--- config.mk ---
export PLATFORM = sky130hd
export DESIGN_NAME = multi_alarm_timer_scheduler_unit
export DESIGN_NICKNAME = d
export VERILOG_FILES = /design/src/mats_pkg.sv /design/src/mats_ram.sv /design/src/mats_div1000.sv /design/src/multi_alarm_timer_scheduler_unit.sv
export SDC_FILE = /design/constraint.sdc
export NUM_CORES = 2
export LEC_CHECK = 0
export BUFFER_PORTS_ARGS = -buffer_cell sky130_fd_sc_hd__buf_2
export CAP_MARGIN = 20
export CORE_ASPECT_RATIO = 0.7
export CORE_MARGIN = 2
export CORE_UTILIZATION = 35
export CTS_CLUSTER_SIZE = 28
export DETAILED_ROUTE_END_ITERATION = 10
export GPL_ROUTABILITY_DRIVEN = 1
export GPL_TIMING_DRIVEN = 0
export HOLD_SLACK_MARGIN = 0.05
export SETUP_SLACK_MARGIN = 0.05
export SYNTH_ARGS = -nofsm -noshare
export SYNTH_HDL_FRONTEND = slang
export SYNTH_HIERARCHICAL = 1
export SYNTH_SLANG_ARGS = --single-unit
--- constraint.sdc ---
create_clock -name clk -period 25.3 [get_ports clk]
set_input_delay 7.59 -clock clk [delete_from_list [all_inputs] [get_ports clk]]
set_output_delay 7.59 -clock clk [all_outputs]
set_load 0.005 [all_outputs]
--- src/mats_pkg.sv ---
package mats_pkg;

  localparam int NUM_SLOTS_DEF = 8;

  localparam int SLOT_W   = 3;
  localparam int PERIOD_W = 31;
  localparam int NOW_W    = 63;
  localparam int TIME_W   = 64;
  localparam int MASK_W   = 8;
  localparam int WAIT_W   = 22;

  localparam int MASK_IDX_W = $clog2(MASK_W);

  // Longest host interval in ms, and the distance in us from which it applies.
  localparam logic [WAIT_W-1:0] WAIT_MAX = 22'd2147483;
  localparam logic [TIME_W-1:0] SAT_US   = 64'd2147484000;

  // Division by 1000 as (x * DIV_MAGIC) >> DIV_SHIFT, exact for every 32-bit x.
  localparam int              DIV_IN_W  = 32;
  localparam int              MAGIC_W   = 29;
  localparam int              PROD_W    = DIV_IN_W + MAGIC_W;
  localparam int              DIV_SHIFT = 38;
  localparam logic [MAGIC_W-1:0] DIV_MAGIC = 29'h10624DD3;

  typedef enum logic [1:0] {
    FUNC_START = 2'd0,
    FUNC_STOP  = 2'd1,
    FUNC_QUERY = 2'd2,
    FUNC_TICK  = 2'd3
  } func_t;

  typedef struct packed {
    func_t               func;
    logic [SLOT_W-1:0]   slot;
    logic [PERIOD_W-1:0] period_us;
    logic [NOW_W-1:0]    now_us;
    logic [MASK_W-1:0]   repeat_mask;
  } mats_in_t;

  typedef struct packed {
    logic              pending;
    logic [MASK_W-1:0] fired_mask;
    logic [WAIT_W-1:0] wait_ms;
    logic              host_rearm;
  } mats_out_t;

  typedef struct packed {
    logic [TIME_W-1:0]   deadline;
    logic [PERIOD_W-1:0] period;
  } slot_entry_t;

  typedef struct packed {
    logic [DIV_IN_W-1:0] x;
    logic                force_one;
    logic                saturate;
  } div_req_t;

endpackage

--- src/mats_ram.sv ---
module mats_ram #(
  parameter int WIDTH = 8,
  parameter int DEPTH = 8
) (
  input  logic                                     clk,
  input  logic                                     we,
  input  logic [((DEPTH > 1) ? $clog2(DEPTH) : 1)-1:0] waddr,
  input  logic [WIDTH-1:0]                         wdata,
  input  logic                                     re,
  input  logic [((DEPTH > 1) ? $clog2(DEPTH) : 1)-1:0] raddr,
  output logic [WIDTH-1:0]                         rdata
);

  logic [WIDTH-1:0] mem [DEPTH];

  always_ff @(posedge clk) begin
    if (we) begin
      mem[waddr] <= wdata;
    end
    if (re) begin
      rdata <= mem[raddr];
    end
  end

endmodule

--- src/mats_div1000.sv ---
module mats_div1000 (
  input  logic                            clk,
  input  logic                            rst,
  input  logic                            go,
  input  mats_pkg::div_req_t              req,
  output logic                            valid,
  output logic [mats_pkg::WAIT_W-1:0]     wait_ms
);
  import mats_pkg::*;

  logic                          v0;
  logic                          v1;
  div_req_t                      req_r;
  logic [PROD_W-1:0]             prod;
  logic                          force_one;
  logic                          saturate;
  logic [PROD_W-DIV_SHIFT-1:0]   quot;

  assign quot = prod[PROD_W-1:DIV_SHIFT];

  always_ff @(posedge clk) begin
    if (rst) begin
      v0    <= 1'b0;
      v1    <= 1'b0;
      valid <= 1'b0;
    end else begin
      v0    <= go;
      v1    <= v0;
      valid <= v1;
    end
  end

  always_ff @(posedge clk) begin
    req_r     <= req;
    prod      <= PROD_W'(req_r.x) * PROD_W'(DIV_MAGIC);
    force_one <= req_r.force_one;
    saturate  <= req_r.saturate;
    // The interval never drops below one millisecond. A saturated distance may not fit
    // the multiplier input, so its quotient is ignored.
    if (force_one) begin
      wait_ms <= WAIT_W'(1);
    end else if (saturate) begin
      wait_ms <= WAIT_MAX;
    end else if (quot == '0) begin
      wait_ms <= WAIT_W'(1);
    end else begin
      wait_ms <= quot[WAIT_W-1:0];
    end
  end

endmodule

--- src/multi_alarm_timer_scheduler_unit.sv ---
// Alarm scheduler: NUM_SLOTS alarm slots share one host timer. A word is taken when start is
// high and busy is low; its single result word appears for exactly one cycle with done high,
// and the receiver cannot hold it off. Stop, query and a start to a slot out of range answer
// in the cycle after the word is taken; a start answers from its START state, or after the
// divider when it reprograms the host timer. A tick walks the slot memory one slot per cycle
// through a three-stage read-modify-write pipeline, then sizes the host interval with a
// three-stage multiply-by-reciprocal divider. Slot deadlines
// and periods live in one synchronous RAM; armed bits are flip-flops cleared by reset.
module multi_alarm_timer_scheduler_unit #(
  parameter int NUM_SLOTS = mats_pkg::NUM_SLOTS_DEF
) (
  input  logic                clk,
  input  logic                rst,
  input  logic                start,
  output logic                busy,
  input  mats_pkg::mats_in_t  item,
  output logic                done,
  output mats_pkg::mats_out_t result
);
  import mats_pkg::*;

  localparam int IDX_W = (NUM_SLOTS > 1) ? $clog2(NUM_SLOTS) : 1;

  typedef enum logic [4:0] {
    S_IDLE  = 5'b00001,
    S_START = 5'b00010,
    S_WALK  = 5'b00100,
    S_FIN   = 5'b01000,
    S_DIV   = 5'b10000
  } state_t;

  state_t state, state_next;

  mats_in_t            cmd;
  logic [TIME_W-1:0]   start_dl;
  logic [NUM_SLOTS-1:0] armed;
  logic [TIME_W-1:0]   host_deadline;
  logic                host_running;

  logic                issuing;
  logic [IDX_W-1:0]    idx;
  logic                rd_v;
  logic [IDX_W-1:0]    rd_idx;
  logic                a_v;
  logic                a_armed;
  logic [IDX_W-1:0]    a_idx;
  logic [TIME_W-1:0]   a_left;
  logic [TIME_W-1:0]   a_dl;
  logic [PERIOD_W-1:0] a_per;
  logic                b_v;
  logic                b_cand;
  logic [TIME_W-1:0]   b_left;
  logic                found;
  logic [TIME_W-1:0]   best_left;
  logic [MASK_W-1:0]   fired;

  logic                accept;
  logic                slot_ok;
  logic [IDX_W-1:0]    slot_idx;
  logic [IDX_W-1:0]    cmd_idx;
  logic [TIME_W-1:0]   cmd_now;
  logic [TIME_W-1:0]   start_gap;
  logic                start_later;
  logic                a_exp;
  logic                a_low;
  logic                a_rep;
  logic                idx_last;
  logic                walk_empty;
  logic                better;

  logic                ram_we;
  logic [IDX_W-1:0]    ram_waddr;
  slot_entry_t         ram_wdata;
  slot_entry_t         ram_rdata;

  logic                div_go;
  div_req_t            div_req;
  logic                div_valid;
  logic [WAIT_W-1:0]   div_wait;

  assign busy     = (state != S_IDLE);
  assign accept   = start && !busy;
  assign slot_ok  = 32'(item.slot) < NUM_SLOTS;
  assign slot_idx = IDX_W'(item.slot);
  assign cmd_idx  = IDX_W'(cmd.slot);
  assign cmd_now  = {1'b0, cmd.now_us};

  // The new deadline wins if the host timer is idle or it lies strictly before the current host deadline.
  assign start_gap   = host_deadline - start_dl;
  assign start_later = !host_running || (!start_gap[TIME_W-1] && start_gap != '0);

  // A slot expires when its deadline is reached, judged by the sign of deadline - now.
  assign a_exp = a_armed && (a_left == '0 || a_left[TIME_W-1]);
  assign a_low = 32'(a_idx) < MASK_W;
  assign a_rep = a_low && cmd.repeat_mask[MASK_IDX_W'(a_idx)];

  assign idx_last   = (32'(idx) == NUM_SLOTS - 1);
  assign walk_empty = !issuing && !rd_v && !a_v && !b_v;
  assign better     = !found || ($signed(b_left) < $signed(best_left));

  always_comb begin
    ram_we    = 1'b0;
    ram_waddr = a_idx;
    ram_wdata = '{deadline: a_dl + TIME_W'(a_per), period: a_per};
    if (state == S_START) begin
      ram_we    = 1'b1;
      ram_waddr = cmd_idx;
      ram_wdata = '{deadline: start_dl, period: cmd.period_us};
    end else if (a_v && a_exp && a_rep) begin
      ram_we = 1'b1;
    end
  end

  mats_ram #(
    .WIDTH ($bits(slot_entry_t)),
    .DEPTH (NUM_SLOTS)
  ) u_slot_ram (
    .clk   (clk),
    .we    (ram_we),
    .waddr (ram_waddr),
    .wdata (ram_wdata),
    .re    (issuing),
    .raddr (idx),
    .rdata (ram_rdata)
  );

  always_comb begin
    div_go = (state == S_START && start_later) || (state == S_FIN && found);
    if (state == S_START) begin
      div_req = '{x: DIV_IN_W'(cmd.period_us), force_one: 1'b0, saturate: 1'b0};
    end else begin
      div_req.x         = best_left[DIV_IN_W-1:0];
      div_req.force_one = best_left == '0 || best_left[TIME_W-1];
      div_req.saturate  = !best_left[TIME_W-1] && best_left >= SAT_US;
    end
  end

  mats_div1000 u_div (
    .clk     (clk),
    .rst     (rst),
    .go      (div_go),
    .req     (div_req),
    .valid   (div_valid),
    .wait_ms (div_wait)
  );

  always_comb begin
    state_next = state;
    unique case (state)
      S_IDLE: begin
        if (accept) begin
          if (item.func == FUNC_START && slot_ok) begin
            state_next = S_START;
          end else if (item.func == FUNC_TICK) begin
            state_next = S_WALK;
          end
        end
      end
      S_START: state_next = start_later ? S_DIV : S_IDLE;
      S_WALK: begin
        if (walk_empty) begin
          state_next = S_FIN;
        end
      end
      S_FIN: state_next = found ? S_DIV : S_IDLE;
      S_DIV: begin
        if (div_valid) begin
          state_next = S_IDLE;
        end
      end
      default: state_next = S_IDLE;
    endcase
  end

  always_ff @(posedge clk) begin
    if (rst) begin
      state        <= S_IDLE;
      armed        <= '0;
      host_running <= 1'b0;
      done         <= 1'b0;
      issuing      <= 1'b0;
      rd_v         <= 1'b0;
      a_v          <= 1'b0;
      b_v          <= 1'b0;
      found        <= 1'b0;
    end else begin
      state <= state_next;
      done  <= 1'b0;
      rd_v  <= issuing;
      a_v   <= rd_v;
      b_v   <= a_v;
      if (accept) begin
        if (item.func == FUNC_STOP && slot_ok) begin
          armed[slot_idx] <= 1'b0;
        end
        if (item.func == FUNC_STOP || item.func == FUNC_QUERY ||
            (item.func == FUNC_START && !slot_ok)) begin
          done <= 1'b1;
        end
        if (item.func == FUNC_TICK) begin
          issuing <= 1'b1;
          found   <= 1'b0;
        end
      end
      if (issuing && idx_last) begin
        issuing <= 1'b0;
      end
      if (state == S_START) begin
        armed[cmd_idx] <= 1'b1;
        if (start_later) begin
          host_running <= 1'b1;
        end else begin
          done <= 1'b1;
        end
      end
      if (a_v && a_exp && !a_rep) begin
        armed[a_idx] <= 1'b0;
      end
      if (b_v && b_cand && better) begin
        found <= 1'b1;
      end
      if (state == S_FIN) begin
        host_running <= found;
        if (!found) begin
          done <= 1'b1;
        end
      end
      if (state == S_DIV && div_valid) begin
        done <= 1'b1;
      end
    end
  end

  always_ff @(posedge clk) begin
    if (accept) begin
      cmd      <= item;
      start_dl <= {1'b0, item.now_us} + TIME_W'(item.period_us);
      fired    <= '0;
      idx      <= '0;
      result   <= '{pending: (item.func == FUNC_QUERY && slot_ok) ? armed[slot_idx] : 1'b0,
                    fired_mask: '0, wait_ms: '0, host_rearm: 1'b0};
    end
    if (issuing) begin
      idx    <= idx + 1'b1;
      rd_idx <= idx;
    end

    a_left  <= ram_rdata.deadline - cmd_now;
    a_dl    <= ram_rdata.deadline;
    a_per   <= ram_rdata.period;
    a_idx   <= rd_idx;
    a_armed <= armed[rd_idx];

    // A repeating slot moves on by one period; its distance to now moves with it.
    b_left <= (a_exp && a_rep) ? a_left + TIME_W'(a_per) : a_left;
    b_cand <= a_armed && !(a_exp && !a_rep);
    if (a_v && a_exp && a_low) begin
      fired[MASK_IDX_W'(a_idx)] <= 1'b1;
    end

    if (b_v && b_cand && better) begin
      best_left <= b_left;
    end

    if (state == S_START && start_later) begin
      host_deadline <= start_dl;
    end
    if (state == S_FIN) begin
      if (found) begin
        host_deadline <= best_left + cmd_now;
      end else begin
        result.fired_mask <= fired;
      end
    end
    if (state == S_DIV && div_valid) begin
      result.fired_mask <= fired;
      result.wait_ms    <= div_wait;
      result.host_rearm <= 1'b1;
    end
  end

  a_accept_progress: assert property (@(posedge clk) disable iff (rst)
    accept |=> done || busy)
    else $error("accepted word neither answered nor in progress");

  a_finish_done: assert property (@(posedge clk) disable iff (rst)
    !$past(rst) && $fell(busy) |-> done)
    else $error("sequencer returned to idle without a result");

  a_rearm_wait: assert property (@(posedge clk) disable iff (rst)
    done && result.host_rearm |-> result.wait_ms != '0 && host_running)
    else $error("host reprogrammed with a zero interval or not running");

  a_idle_wait: assert property (@(posedge clk) disable iff (rst)
    done && !result.host_rearm |-> result.wait_ms == '0)
    else $error("interval reported without host reprogramming");

endmodule

# ---- Word-level counts from Yosys, hierarchy flattened
# Memories as Yosys holds them, arrays and structs flattened. A register that Yosys moved wholly into a read port is not among the register bits.
# Index checks and enable logic that the tools add are counted.
dict set report totals {
  ff_bits 713
  latch_bits 0
  ram_bits 760
  rom_bits 0
  inputBits 110
  output_inout_bits 34
  memories 1
}
# name words word_bits rd rd_ports_with_merged_regs wr line
set memory_table {}
lappend memory_table {u_slot_ram.mem 8 95 1 1 1 mats_ram.sv:14} ;# logic [WIDTH-1:0] mem [DEPTH];
dict set report classes {
  add_sub_neg 7
  mul 1
  div_mod_pow 0
  order_cmp 9
  n_eq_ne 14
  shifts 0
  muxes 60
  bitwise_logic 6
  n_reduce_logical 56
}
# op n
set ops {}
lappend ops {{$mux 64} 4}
lappend ops {{$add 64x31->64} 2}
lappend ops {{$logic_not 64->1} 2}
lappend ops {{$mux 95} 1}
lappend ops {{$mux 8} 10}
lappend ops {{$add 63x31->64} 1}
lappend ops {{$add 64x63->64} 1}
lappend ops {{$ge 64x32->1 const B} 1}
lappend ops {{$lt 64x64->1} 1}
lappend ops {{$reduce_bool 64->1} 1}
lappend ops {{$sub 64x63->64} 1}
lappend ops {{$sub 64x64->64} 1}
lappend ops {{$mux 31} 2}
lappend ops {{$mul 32x29->61 const B} 1}
lappend ops {{$mux 22} 2}
lappend ops {{$mux 5} 7}
lappend ops {{$mux 33} 1}
lappend ops {{$pmux 5 s5} 1}
lappend ops {{$logic_not 23->1} 1}
lappend ops {{$mux 1} 23}
lappend ops {{$logic_and 1x1->1} 22}
lappend ops {{$and 8x8->8} 2}
lappend ops {{$lt 3x4->1 const B} 4}
lappend ops {{$not 8->8} 2}
lappend ops {{other kinds (26)} 59}

# ---- Longest topological paths before layout
dict set report depth {
  depth_word 14
  mapped_depth 23
  depth_no_buf 23
}

# ---- By module
# The synthesis kept the hierarchy.
# mod n_inst cells_per_inst area_per_inst_um2
set by_module_without_submodules {}
lappend by_module_without_submodules {multi_alarm_timer_scheduler_unit 1 4342 38298.0}
lappend by_module_without_submodules {mats_ram 1 1206 31390.1}
lappend by_module_without_submodules {mats_div1000 1 1568 16198.0}

# ---- Worst setup path before layout
# Ideal clock, no wire load.
dict set report synth_path {
  path_type {input-to-reg}
  start {in start}
  end {reg result[10] in the netlist's numbering, enable pin}
  arrival_time_ps 12149
  required_ps 24945
  slack_ps 12796
  stages 5
  n_path_buf 1
  cell_sequence {inv_1 > or2_2 > clkbuf_1 > inv_1 > or2_2}
}
dict set report synth_between {
  elab_chain_len 2
}
# item line
set synth_rtl {}
lappend synth_rtl {{start: declaration} multi_alarm_timer_scheduler_unit.sv:14} ;# input logic start,
lappend synth_rtl {{$logic_and 1x1->1} multi_alarm_timer_scheduler_unit.sv:82} ;# assign accept = start && !busy;
lappend synth_rtl {{named net accept} multi_alarm_timer_scheduler_unit.sv:57} ;# logic accept;
lappend synth_rtl {{$reduce_bool 2->1 (no source line)} --}
lappend synth_rtl {{end signal: assignment} multi_alarm_timer_scheduler_unit.sv:240} ;# result <= '{pending: (item.func == FUNC_QUERY && slot_ok) ? armed[slot_idx] : 1'b0,
lappend synth_rtl {{end: declaration} multi_alarm_timer_scheduler_unit.sv:18} ;# output mats_pkg::mats_out_t result
# The timed path passes the listed nets, and every way through them passes these cells.
# A chain may end at the register's enable or synchronous reset.

# ---- Worst setup path after layout
dict set report layout_path {
  start {in item[8] in the netlist's numbering}
  end {reg start_dl[46], data pin}
}
dict set report layout_between {
  elab_chain_len 1
}
# item line
set layout_rtl {}
lappend layout_rtl {{start: declaration} multi_alarm_timer_scheduler_unit.sv:16} ;# input mats_pkg::mats_in_t item,
lappend layout_rtl {{$add 63x31->64} multi_alarm_timer_scheduler_unit.sv:237} ;# start_dl <= {1'b0, item.now_us} + TIME_W'(item.period_us);
lappend layout_rtl {{end signal: assignment} multi_alarm_timer_scheduler_unit.sv:237}
lappend layout_rtl {{end: declaration} multi_alarm_timer_scheduler_unit.sv:35} ;# logic [TIME_W-1:0] start_dl;
# Every way passes these cells.

==> flow_metrics.py <==
metrics = {
    "run_status": {
        "status": "finished, final reports clean",
    },
    "logic_synthesis": {
        "synth_common_cells": "sky130_fd_sc_hd__edfxtp_1, sky130_fd_sc_hd__inv_1, sky130_fd_sc_hd__ha_1, sky130_fd_sc_hd__nand2_1, sky130_fd_sc_hd__dfxtp_1",
        "yosysWarnings": 6,
        "synth_cell_type_count": 101,
        "synth.most_common_cell": "sky130_fd_sc_hd__edfxtp_1",
        "ys_seq_elements": 1530,
        "synthArstFlopShare": 0,
        "netlist_top_cells_area": "sky130_fd_sc_hd__edfxtp_1, sky130_fd_sc_hd__ha_1, sky130_fd_sc_hd__dfxtp_1, sky130_fd_sc_hd__fa_1, sky130_fd_sc_hd__mux4_2",
        "mapped_area_mm2": 0.0859,
        "syn-instance-count": 7116,
        "syn-mean-instance-area_um2": 12.1,
        "sequential_element_share_of_the_synthesized_area": 0.487,
        "synth-edff-count": 1117,
        "post-synth-top-area-cell": "sky130_fd_sc_hd__edfxtp_1",
        "netlist.area_leader.share": 0.391,
        "synthesis.nets": 8269,
        "ys.flop_type": "sky130_fd_sc_hd__edfxtp_1",
    },
    "routing": {
        "via_count": 58539,
        "route.final.wire_length_mm": 271,
        "drc_errors": 0,
        "antenna_left": 0,
        "first_pass_iters": 5,
        "post_drt_wl_per_cell_um": 24.9,
        "detail_route.vias_per_cell": 5.38,
        "dr.first_iter.drc_count": 6597,
    },
    "floorplanning": {
        "top_level_ports": 144,
        "initial_core_util": 0.351,
        "rows": 152,
        "fp.dieW_um": 596,
        "dieHeight_um": 418,
        "design.die.area_mm2": 0.249,
        "fp.coreArea_mm2": 0.245,
    },
    "power": {
        "report.power.total_mw": 10.1,
        "cellPowerDensity_mw_per_mm2": 104,
        "ir_worst_vdd_mv": 0.116,
        "leakagePower_nw": 38.9,
    },
    "clocking": {
        "cts-root-to-sink-buffers": 4,
        "path_clk_slew_ns": 0.07,
        "insertion_delay_ns": 0.85,
        "cts-htree-levels": 4,
        "post_cts_buffers": 0,
        "clock-sinks": 1530,
        "ctsRootBufferMaster": "sky130_fd_sc_hd__clkbuf_16",
        "tritoncts": "done",
        "post_cts_hold_buffer_count": 0,
        "cts_repair_resize_count": 0,
        "numCtsBuffers": 160,
    },
    "sta": {
        "timing.fmax_ghz": 0.0813,
        "worst_clock_skew_ns": 0.107,
        "period_share": 0.486,
        "timing_worst_slew_pin_value_ns": 1.16,
        "rsz0062_at_grt": "no",
        "max_slew_margin": 0.228,
        "final-max-slew-violation-count": 0,
        "finalSetupViolCount": 0,
        "setup-tns-final_ns": 0,
        "hold_viol": 0,
        "period_needed_ns": 12.31,
    },
    "placement": {
        "detailed_place.area_mm2": 0.0919,
        "gp_routability_congestion": 0.960,
        "post-dp-hpwl_mm": 215,
        "io_buffer_count": 143,
    },
    "setup_path": {
        "cp_cell_sequence": "buf_2 -> ha_1 -> inv_1 -> fa_1 -> nor2b_1 -> o21ai_0 -> a21boi_0 -> o21ai_0 -> a21boi_0 -> o21ai_0 -> a31oi_1 -> o21a_1 -> a21oi_1 -> o41ai_1 -> a21o_1 -> buf_1 -> nand4b_1 -> xnor2_1",
        "timing.critical_path.to_type": "register",
        "path_depth": 18,
        "critical_path.n_buffers_inverters": 3,
        "cp_max_fo": 10,
        "cp-startpoint": "item[8]",
        "r2r-start": "u_div/req_r[25]$_DFF_P_",
        "crit_family": "compound AO/OA/AOI/OAI gates",
        "crit_path_start_kind": "primary input",
        "critPathRequiredTime_ns": 25.88,
        "critPathKind": "in -> reg",
        "worstSetupEndpoint": "start_dl[46]$_DFFE_PP_",
        "ff2ff_setup_slack_ns": 16.60,
        "critical_path.slowest_cell": "sky130_fd_sc_hd__o41ai_1",
        "crit_path_largest_cell_delay_ns": 0.73,
        "critical-path-top-cell-by-count": "sky130_fd_sc_hd__o21ai_0",
        "r2r_cells": 23,
        "regToRegEndpoint": "u_div/prod[56]$_DFF_P_",
        "arrival_time_worst_endpoint_ns": 12.89,
    },
    "flow_run": {
        "maxCapViolCount": 0,
    },
    "global_route": {
        "grt_start_max_net_pins": 113,
        "globalRoute.totalOverflow": 0,
        "grt_antenna_before_repair": 43,
        "number_of_global_route_vias_before_repair": 56633,
        "grt_usage": 0.213,
        "grt_pass1_wl_mm": 390,
    },
    "worst_hold_path": {
        "worst_hold_path_type": "reg -> reg",
    },
    "finish": {
        "stdcell_area_mm2": 0.0971,
        "layout-area-overhead-vs-synth_pct": 13.0,
        "design.final.nets": 8663,
        "final_layout_size_suffix_gt1_frac": 0.115,
    },
}
-- where the power goes --
part | switching, mW | total (mW) | internal [mW]
registers | 0.304 | 3.39 | 3.09
logic | 2.62 | 4.39 | 1.77
clock network | 0.996 | 2.31 | 1.31
-- registers in the layout (all words and copies together) (netlist names), 5 cells and up --
signal            count
a_dl                 64
a_left               64
a_per                31
armed                 8
b_left               64
best_left            64
cmd                 102
fired                 8
host_deadline        64
result               32
start_dl             64
state                 5
u_div/prod           23
u_div/req_r          34
u_div/wait_ms        22
u_slot_ram/mem      760
u_slot_ram/rdata     95
-- cell usage in the layout, fill, tap and decap left out, types with 17 or more instances in the layout --
cell / instances
sky130_fd_sc_hd__edfxtp_1: 1117
sky130_fd_sc_hd__inv_1: 800
sky130_fd_sc_hd__ha_1: 739
sky130_fd_sc_hd__nand2_1: 514
sky130_fd_sc_hd__dfxtp_1: 412
sky130_fd_sc_hd__a21oi_1: 348
sky130_fd_sc_hd__nor2_1: 321
sky130_fd_sc_hd__o21ai_0: 310
sky130_fd_sc_hd__fa_1: 304
sky130_fd_sc_hd__xnor2_1: 214
sky130_fd_sc_hd__a21o_1: 203
sky130_fd_sc_hd__mux4_2: 194
sky130_fd_sc_hd__buf_2: 180
sky130_fd_sc_hd__clkbuf_1: 176
sky130_fd_sc_hd__clkbuf_16: 163
sky130_fd_sc_hd__nand3_1: 139
sky130_fd_sc_hd__xor2_1: 120
sky130_fd_sc_hd__mux2_2: 103
sky130_fd_sc_hd__nand4_1: 99
sky130_fd_sc_hd__nor3_1: 83
sky130_fd_sc_hd__nor2b_1: 63
sky130_fd_sc_hd__and2_1: 60
sky130_fd_sc_hd__nand2b_1: 55
sky130_fd_sc_hd__nor4_1: 55
sky130_fd_sc_hd__o21a_1: 55
sky130_fd_sc_hd__o211ai_1: 54
sky130_fd_sc_hd__a31oi_1: 48
sky130_fd_sc_hd__and3_1: 43
sky130_fd_sc_hd__a211oi_1: 42
sky130_fd_sc_hd__o21bai_1: 35
sky130_fd_sc_hd__buf_6: 33
sky130_fd_sc_hd__o31ai_1: 24
sky130_fd_sc_hd__or2_2: 21
sky130_fd_sc_hd__clkinv_1: 21
sky130_fd_sc_hd__or3_1: 20
sky130_fd_sc_hd__a21boi_0: 20
sky130_fd_sc_hd__clkinv_2: 20
sky130_fd_sc_hd__a221oi_1: 18
sky130_fd_sc_hd__buf_12: 18
sky130_fd_sc_hd__buf_4: 17
-- area by class of cell --
type | count | area, um^2
tap | 3234 | 4050
timing repair buffer | 232 | 2000
sequential | 1530 | 41800
buffer | 207 | 926
antenna | 12 | 30.0
clock buffer | 209 | 4370
clock inverter | 72 | 659
multi-input combinational | 4577 | 40200
fill | 23081 | 147000
inverter | 802 | 3020
-- layer usage --
metal / track usage / up-vias / wire length [um]
met5: 0 / - / 8
li1: - / 26611 / -
met1: 0.335 / 29194 / 131000
met4: 0.0561 / 2 / 7660
met3: 0.0435 / 346 / 25400
met2: 0.292 / 2386 / 106000
-- through the flow --
| stage | setup slack (ns) | hold slack [ns] | utilization | std cells |
|---|---|---|---|---|
| 2_1_floorplan | 12.80 | 0.310 | - | 7116 |
| 3_3_place_gp | 6.56 | 0.320 | 0.371 | 10493 |
| 3_5_place_dp | 12.24 | 0.316 | 0.376 | 10565 |
| 4_1_cts | 13.12 | 0.330 | 0.396 | 10846 |
| 5_1_grt | 12.75 | 0.336 | 0.397 | 10869 |
| 6_report | 12.99 | 0.327 | 0.397 | 10875 |
-- cell families (layout without fill, tap and decap cells) --
kind of cell | count (synthesis) | in the layout | synth area share
fa+ha+maj | 1043 | 1043 | 0.179
compound gates | 1361 | 1361 | 0.104
buf+inv | 1009 | 1522 | 0.0458
mux | 306 | 306 | 0.0654
xor+xnor | 334 | 334 | 0.0341
flops | 1530 | 1530 | 0.487
other cells | 0 | 12 | 0
simple gates | 1533 | 1533 | 0.0852
-- worst min path at each step --
stage                           start                      end  slack [ns]  depth (start not counted)
2_1_floorplan  u_div/req_r[1]$_DFF_P_  u_div/force_one$_DFF_P_        0.31                          0
3_3_place_gp   u_div/req_r[0]$_DFF_P_   u_div/saturate$_DFF_P_        0.32                          0
3_5_place_dp   u_div/req_r[1]$_DFF_P_  u_div/force_one$_DFF_P_        0.32                          0
4_1_cts        u_div/req_r[1]$_DFF_P_  u_div/force_one$_DFF_P_        0.33                          0
5_1_grt        u_div/req_r[1]$_DFF_P_  u_div/force_one$_DFF_P_        0.34                          0
6_report       u_div/req_r[1]$_DFF_P_  u_div/force_one$_DFF_P_        0.33                          0
Power figures use the tool's default switching activity.
